--- config.mk ---
export PLATFORM = sky130hd
export DESIGN_NAME = otse_ram
export DESIGN_NICKNAME = d
export VERILOG_FILES = /design/src/rtl/otse_ram.sv
export SDC_FILE = /design/constraint.sdc
export NUM_CORES = 1
export LEC_CHECK = 0
export ABC_CLOCK_PERIOD_IN_PS = 5660
export BUFFER_PORTS_ARGS = -buffer_cell sky130_fd_sc_hd__buf_4
export CORE_MARGIN = 3
export CORE_UTILIZATION = 45
export DETAILED_ROUTE_END_ITERATION = 8
export PLACE_DENSITY = 0.59
export RECOVER_POWER = 25
export SLEW_MARGIN = 30
export SYNTH_ARGS = -nofsm -noshare
export SYNTH_HDL_FRONTEND = slang
export SYNTH_SLANG_ARGS = --single-unit
--- constraint.sdc ---
create_clock -name clk -period 5.66 [get_ports clk]
set_input_delay 1.698 -clock clk [delete_from_list [all_inputs] [get_ports clk]]
set_output_delay 1.698 -clock clk [all_outputs]
set_load 0.005 [all_outputs]
--- src/rtl/otse_ram.sv ---
// generic single-port-write, single-port-read ram with registered read data
module otse_ram #(
  parameter int WIDTH = 8,
  parameter int DEPTH = 16
) (
  input  logic                     clk,
  input  logic                     we,
  input  logic [$clog2(DEPTH)-1:0] waddr,
  input  logic [WIDTH-1:0]         wdata,
  input  logic                     re,
  input  logic [$clog2(DEPTH)-1:0] raddr,
  output logic [WIDTH-1:0]         rdata
);

  logic [WIDTH-1:0] mem [DEPTH];

  always_ff @(posedge clk) begin
    if (we) begin
      mem[waddr] <= wdata;
    end
    if (re) begin
      rdata <= mem[raddr];
    end
  end

endmodule

==> impl_metrics.py, run 1 <==
metrics = {
    "timing": {
        "grt_setup_unrepaired": "false",
        "final.setup.tns_ps": 0,
        "max_freq_mhz": 328,
        "finalHoldViolCount": 0,
        "relSlewSlack_pct": 39.0,
        "finalCriticalPeriod_ps": 3050,
        "drv_slew": 0,
        "period_share_pct": 53.9,
        "skew_ps": 9.98,
        "worst_slew_pin_slew_ps": 910,
        "setup_violations": 0,
    },
    "pwr": {
        "peakVddDrop_mv": 0.205,
        "netSwitchingFraction_pct": 21.1,
        "p_seq_share_pct": 50.5,
        "clkPwrFrac_pct": 45.1,
        "fin_total_pwr_mw": 2.26,
        "internal_power_mw": 1.78,
        "p_leak_nw": 1.96,
        "power_density_nw_per_um2": 373,
        "power_frac_comb_pct": 4.4,
        "power_switching_mw": 0.477,
    },
    "drt": {
        "drtPass1Iterations": 4,
        "viasPerCell": 5.69,
        "drt_iter0_drc": 165,
        "vias": 2371,
        "wire_per_inst_um": 23.1,
        "postRouteAntennaNets": 0,
        "wl_mm": 9.65,
        "drc_errors": 0,
    },
    "grt": {
        "grt_overflow": 0,
        "grt_util_all_layers_pct": 16.1,
        "grt_pass1_vias": 2415,
        "grt_pass1_wl_mm": 14.6,
        "antenna_found_initial": 0,
        "grt_max_degree": 33,
    },
    "hold_path": {
        "holdPathStages": 3,
        "hold_class": "flip-flop to flip-flop",
    },
    "cts": {
        "clockBufferDepth": 2,
        "htreeDepth": 4,
        "clock_latency_ps": 410,
        "cts.sink_count": 136,
        "cts_tree": "built",
        "cts.hold.buffers_added": 0,
        "cts_resized": 0,
        "cts-root-buf": "clkbuf_16",
        "numCtsBuffers": 17,
        "postCtsSetupBuffers": 0,
        "clkTransAtPathRegs_ps": 60,
    },
    "logic_synthesis": {
        "syn-num-nets": 248,
        "ys_seq_area_share_pct": 78.1,
        "ys.flop_type": "edfxtp_1",
        "async_reset_ff_share_pct": 0,
        "synth-seq-cells": 136,
        "synth_edf_count": 136,
        "ys_warn_count": 0,
        "yosysTopAreaCellShare_pct": 78.1,
        "netlist_instances": 229,
        "avgSynthCellArea_um2": 22.8,
        "yosys.cell_types.count": 18,
        "mappedNetlistArea_um2": 5230,
        "synth_area_leaders": "edfxtp_1, mux4_2, mux4_1, a22oi_1, nor2_1",
        "synth_area_leader_cell": "edfxtp_1",
    },
    "setup_path": {
        "critPathArrivalTime_ps": 3200,
        "max_stage_delay_ps": 590,
        "worstPathMaxFanout": 32,
        "crit_path_end_kind": "flip-flop",
        "path_cells": "buf_4, mux4_2, a22oi_1, nand2_1",
        "slowest_stage": "mux4_2",
        "critPathLaunchType": "primary input",
        "reg2reg_depth": 3,
        "critical_path_required_ps": 5810,
        "worst-setup-path-type": "primary input to flip-flop",
    },
    "run": {
        "cap_viol_max_count": 0,
    },
    "cells_and_area": {
        "drive_gt1_share_pct": 26.4,
        "fill_cells": 847,
        "antenna_cells_inserted": 0,
        "fin_cells": 417,
        "final_core_util_pct": 54.7,
        "syn2layout_area_growth_pct": 16.0,
        "final_common_cell": "edfxtp_1",
        "layout.nets": 283,
        "mostFrequentLayoutCells": "edfxtp_1, mux4_2, buf_4",
    },
    "place": {
        "gp_routability_congestion": 0.696,
        "place.detailed.hpwl_mm": 5.76,
        "place_inst": 385,
        "io_buffers": 26,
    },
    "floorplan": {
        "die_h_um": 114,
        "chipWidth_um": 114,
        "rows": 38,
        "initial_core_util_pct": 47.2,
        "core_area_um2": 11100,
        "ios": 27,
        "die_area_um2": 12900,
    },
    "run_status": {
        "status": "finished, final reports clean",
    },
}
[routing by layer]
metal,global-route usage (%),up-vias,part of all wire (%),wire [µm]
met5,0,-,0,0
met4,6.41,0,1.6,159
met3,4.24,12,5.2,501
met2,24.0,61,48,4670
met1,22.9,1244,45,4320
li1,-,1054,-,-
[power groups by stage]
stage / Combinational (mW) / Clock, mW / Sequential, mW
finish: 0.100 / 1.02 / 1.14
CTS: 0.105 / 1.04 / 1.14
global placement: 0.104 / 0 / 1.16
floorplan: 0.0573 / 0 / 1.16
global route: 0.109 / 1.08 / 1.14
detailed placement: 0.105 / 0 / 1.16
[cell families (layout without fill, tap and decap cells)]
group | after synthesis | after routing | share of synthesized area (%)
DFF | 136 | 136 | 78.1
AOI/OAI and AO/OA | 16 | 16 | 2.30
buffers and inverters | 10 | 58 | 1.65
muxes | 32 | 32 | 14.8
and+or+nand+nor | 35 | 35 | 3.14
[flip-flops by register name, summed over array words and instances, names as in the netlist]
name and cells:
rdata 8, mem 128
[cell usage after synthesis (all sizes together), types with 2 or more instances]
library cell / instances
edfxtp: 136
mux4: 32
a22oi: 16
nor2: 13
nand2: 9
buf: 7
nor3: 4
clkdlybuf4s25: 3
nand2b: 2
nand3b: 2
[final timing paths]
path                              from                 end  slack (ps)
setup reg to reg   mem[3][4]$_DFFE_PP_  rdata[4]$_DFFE_PP_        4160
setup / recovery              raddr[0]  rdata[4]$_DFFE_PP_        2610
hold / removal    mem[12][5]$_DFFE_PP_  rdata[5]$_DFFE_PP_         750
hold reg to reg   mem[12][5]$_DFFE_PP_  rdata[5]$_DFFE_PP_         750
[metrics by stage]
step	setup slack, ps	hold slack (ps)	area, µm²
after floorplan	2470	705	5230
after global placement	2040	726	5530
after detailed placement	2120	736	5530
after CTS	2570	749	6090
after global routing	2500	782	6060
final	2610	753	6060
[final cells by class]
| class | instances | area, µm² | share of cell area, % |
|---|---|---|---|
| Timing Repair Buffer | 26 | 165 | 2.72 |
| Clock buffer | 19 | 433 | 7.14 |
| Tap cell | 140 | 175 | 2.89 |
| Multi-Input combinational cell | 83 | 1080 | 17.9 |
| Sequential cell | 136 | 4080 | 67.3 |
| Clock inverter | 13 | 123 | 2.02 |
[worst max-delay path, delay by kind of cell]
kind,cells,cell delay [ps]
multiplexers,1,590
buffers and inverters,1,480
AO/OA/AOI/OAI,1,300
AND/OR/NAND/NOR,1,90
(Power assumes the default switching activity.)
==> run 2: changes to the inputs <==
--- a/config.mk
+++ b/config.mk
@@ -5,7 +5,7 @@
 export SDC_FILE = /design/constraint.sdc
 export NUM_CORES = 1
 export LEC_CHECK = 0
-export ABC_CLOCK_PERIOD_IN_PS = 5660
+export ABC_CLOCK_PERIOD_IN_PS = 2900
 export BUFFER_PORTS_ARGS = -buffer_cell sky130_fd_sc_hd__buf_4
 export CORE_MARGIN = 3
 export CORE_UTILIZATION = 45
==> constraint.sdc (replaced) <==
create_clock -name clk -period 2.9 [get_ports clk]
set_input_delay 0.87 -clock clk [delete_from_list [all_inputs] [get_ports clk]]
set_output_delay 0.87 -clock clk [all_outputs]
set_load 0.005 [all_outputs]
==> run 2 against run 1 <==
Effect of this change: critical path depth increased by 1; power rose by 110%; sequential cell count is the same; combinational power increased by 100%; register-to-register slack worse by 2800 ps; worst hold slack worse by 0.72 ps; clock skew fell by 2.1 ps; clock-buffer cell count down 2; global-route usage up 0.37 points; via count up 2.2%; utilization is 2.1 points higher; first-iteration DRC count down 6.7%; highest routed layer unchanged.
==> impl_metrics.py, run 2 (synthesized netlist as in run 1, its figures left out) <==
metrics = {
    "run_status": {
        "status": "finished, final reports clean",
    },
    "timing": {
        "skew_ps": 7.92,
        "period_share_pct": 73.1,
        "relSlewSlack_pct": 56.2,
        "worst_slew_pin_slew_ps": 656,
        "finalCriticalPeriod_ps": 2120,
        "drv_slew": 0,
        "finalHoldViolCount": 0,
        "final.setup.tns_ps": 0,
        "fin_hold_ws_ps": 752,
        "max_freq_mhz": 472,
        "grt_setup_unrepaired": "false",
        "setup_violations": 0,
    },
    "setup_path": {
        "critical_path_required_ps": 3050,
        "crit_path_end_kind": "flip-flop",
        "path_cells": "buf_4, buf_12, mux4_1, a22oi_1, nand2_1",
        "critPathArrivalTime_ps": 2270,
        "slowest_stage": "mux4_1",
        "worstPathMaxFanout": 17,
        "max_stage_delay_ps": 560,
        "worst-setup-path-type": "primary input to flip-flop",
        "critPathLaunchType": "primary input",
    },
    "cells_and_area": {
        "drive_gt1_share_pct": 29.9,
        "mostFrequentLayoutCells": "edfxtp_1, buf_4, mux4_2",
        "largest_registers": "mem: 128 flops, rdata: 8 flops",
        "final_area_um2": 6290,
        "syn2layout_area_growth_pct": 20.4,
        "antenna_cells_inserted": 0,
        "fill_cells": 813,
        "largest_reg_flops": 128,
        "top_register": "mem",
        "final_common_cell": "edfxtp_1",
        "layout.nets": 301,
    },
    "run": {
        "cap_viol_max_count": 0,
    },
    "cts": {
        "cts.sink_count": 136,
        "cts_resized": 0,
        "cts.hold.buffers_added": 0,
        "cts_tree": "built",
        "cts-root-buf": "clkbuf_16",
        "postCtsSetupBuffers": 0,
        "clkTransAtPathRegs_ps": 60,
        "clock_latency_ps": 400,
        "clockBufferDepth": 2,
        "numCtsBuffers": 17,
        "htreeDepth": 4,
    },
    "pwr": {
        "fin_total_pwr_mw": 4.77,
        "p_seq_share_pct": 46.7,
        "p_leak_nw": 2.12,
        "power_density_nw_per_um2": 759,
        "netSwitchingFraction_pct": 18.2,
        "power_frac_comb_pct": 4.2,
        "power_switching_mw": 0.867,
        "internal_power_mw": 3.91,
        "peakVddDrop_mv": 0.334,
        "clkPwrFrac_pct": 49.1,
    },
    "floorplan": {
        "chipWidth_um": 114,
        "die_area_um2": 12900,
        "ios": 27,
        "initial_core_util_pct": 47.2,
        "core_area_um2": 11100,
        "rows": 38,
        "die_h_um": 114,
    },
    "drt": {
        "postRouteAntennaNets": 0,
        "wl_met1_mm": 4.14,
        "wl_met2_mm": 4.66,
        "top_layer_used": "met4",
        "wire_per_inst_um": 21.7,
        "wl_mm": 9.40,
        "viasPerCell": 5.58,
        "drc_errors": 0,
        "drtPass1Iterations": 4,
        "drt_iter0_drc": 154,
        "met3WireLength_um": 490,
        "vias": 2422,
    },
    "hold_path": {
        "hold_class": "flip-flop to flip-flop",
    },
    "grt": {
        "grt_util_all_layers_pct": 16.4,
        "grt_overflow": 0,
        "grt_pass1_wl_mm": 15.2,
        "antenna_found_initial": 0,
        "grt_max_degree": 33,
        "grt_pass1_vias": 2546,
    },
    "place": {
        "place_area_um2": 5660,
        "io_buffers": 26,
        "place.detailed.hpwl_mm": 5.94,
        "gp_routability_congestion": 0.677,
    },
}
-- run 2: per-stage QoR --
step | util, % | setup slack [ps] | instances
floorplan | - | 537 | 229
global placement | 51.1 | 290 | 403
detailed placement | 51.1 | 307 | 403
CTS | 57.0 | 746 | 434
global route | 56.8 | 674 | 434
finish | 56.8 | 781 | 434
-- run 2: final cells by class --
cell class | count | area (µm²) | share of cell area, %
Clock buffer | 17 | 425 | 6.76
Clock inverter | 14 | 230 | 3.66
Multi-Input combinational cell | 83 | 1060 | 16.8
Sequential cell | 136 | 4080 | 64.9
Tap cell | 140 | 175 | 2.78
Timing Repair Buffer | 44 | 320 | 5.09
-- run 2: power groups by stage --
stage / combinational (mW) / sequential, mW / clock (mW)
5_1_grt: 0.222 / 2.23 / 2.49
6_report: 0.201 / 2.23 / 2.34
3_5_place_dp: 0.211 / 2.27 / 0
4_1_cts: 0.211 / 2.23 / 2.39
2_1_floorplan: 0.112 / 2.26 / 0
3_3_place_gp: 0.209 / 2.27 / 0
-- run 2: worst max-delay path: cells and delay by family --
kind	cells	cell delay, ps
mux	1	560
buf+inv	2	520
compound gates	1	230
simple gates	1	70
-- run 2: per-layer routing --
metal / vias up / GRT usage (%)
met4: 0 / 5.94
met1: 1260 / 22.7
met5: - / 0
li1: 1090 / -
met3: 10 / 5.15
met2: 62 / 25.0
-- run 2: worst paths after layout --
check                        to  depth (start not counted)            startpoint  slack, ps
max          rdata[4]$_DFFE_PP_                          5              raddr[0]        780
min          rdata[7]$_DFFE_PP_                          3  mem[15][7]$_DFFE_PP_        750
max reg2reg  rdata[2]$_DFFE_PP_                          3   mem[2][2]$_DFFE_PP_       1410
min reg2reg  rdata[7]$_DFFE_PP_                          3  mem[15][7]$_DFFE_PP_        750
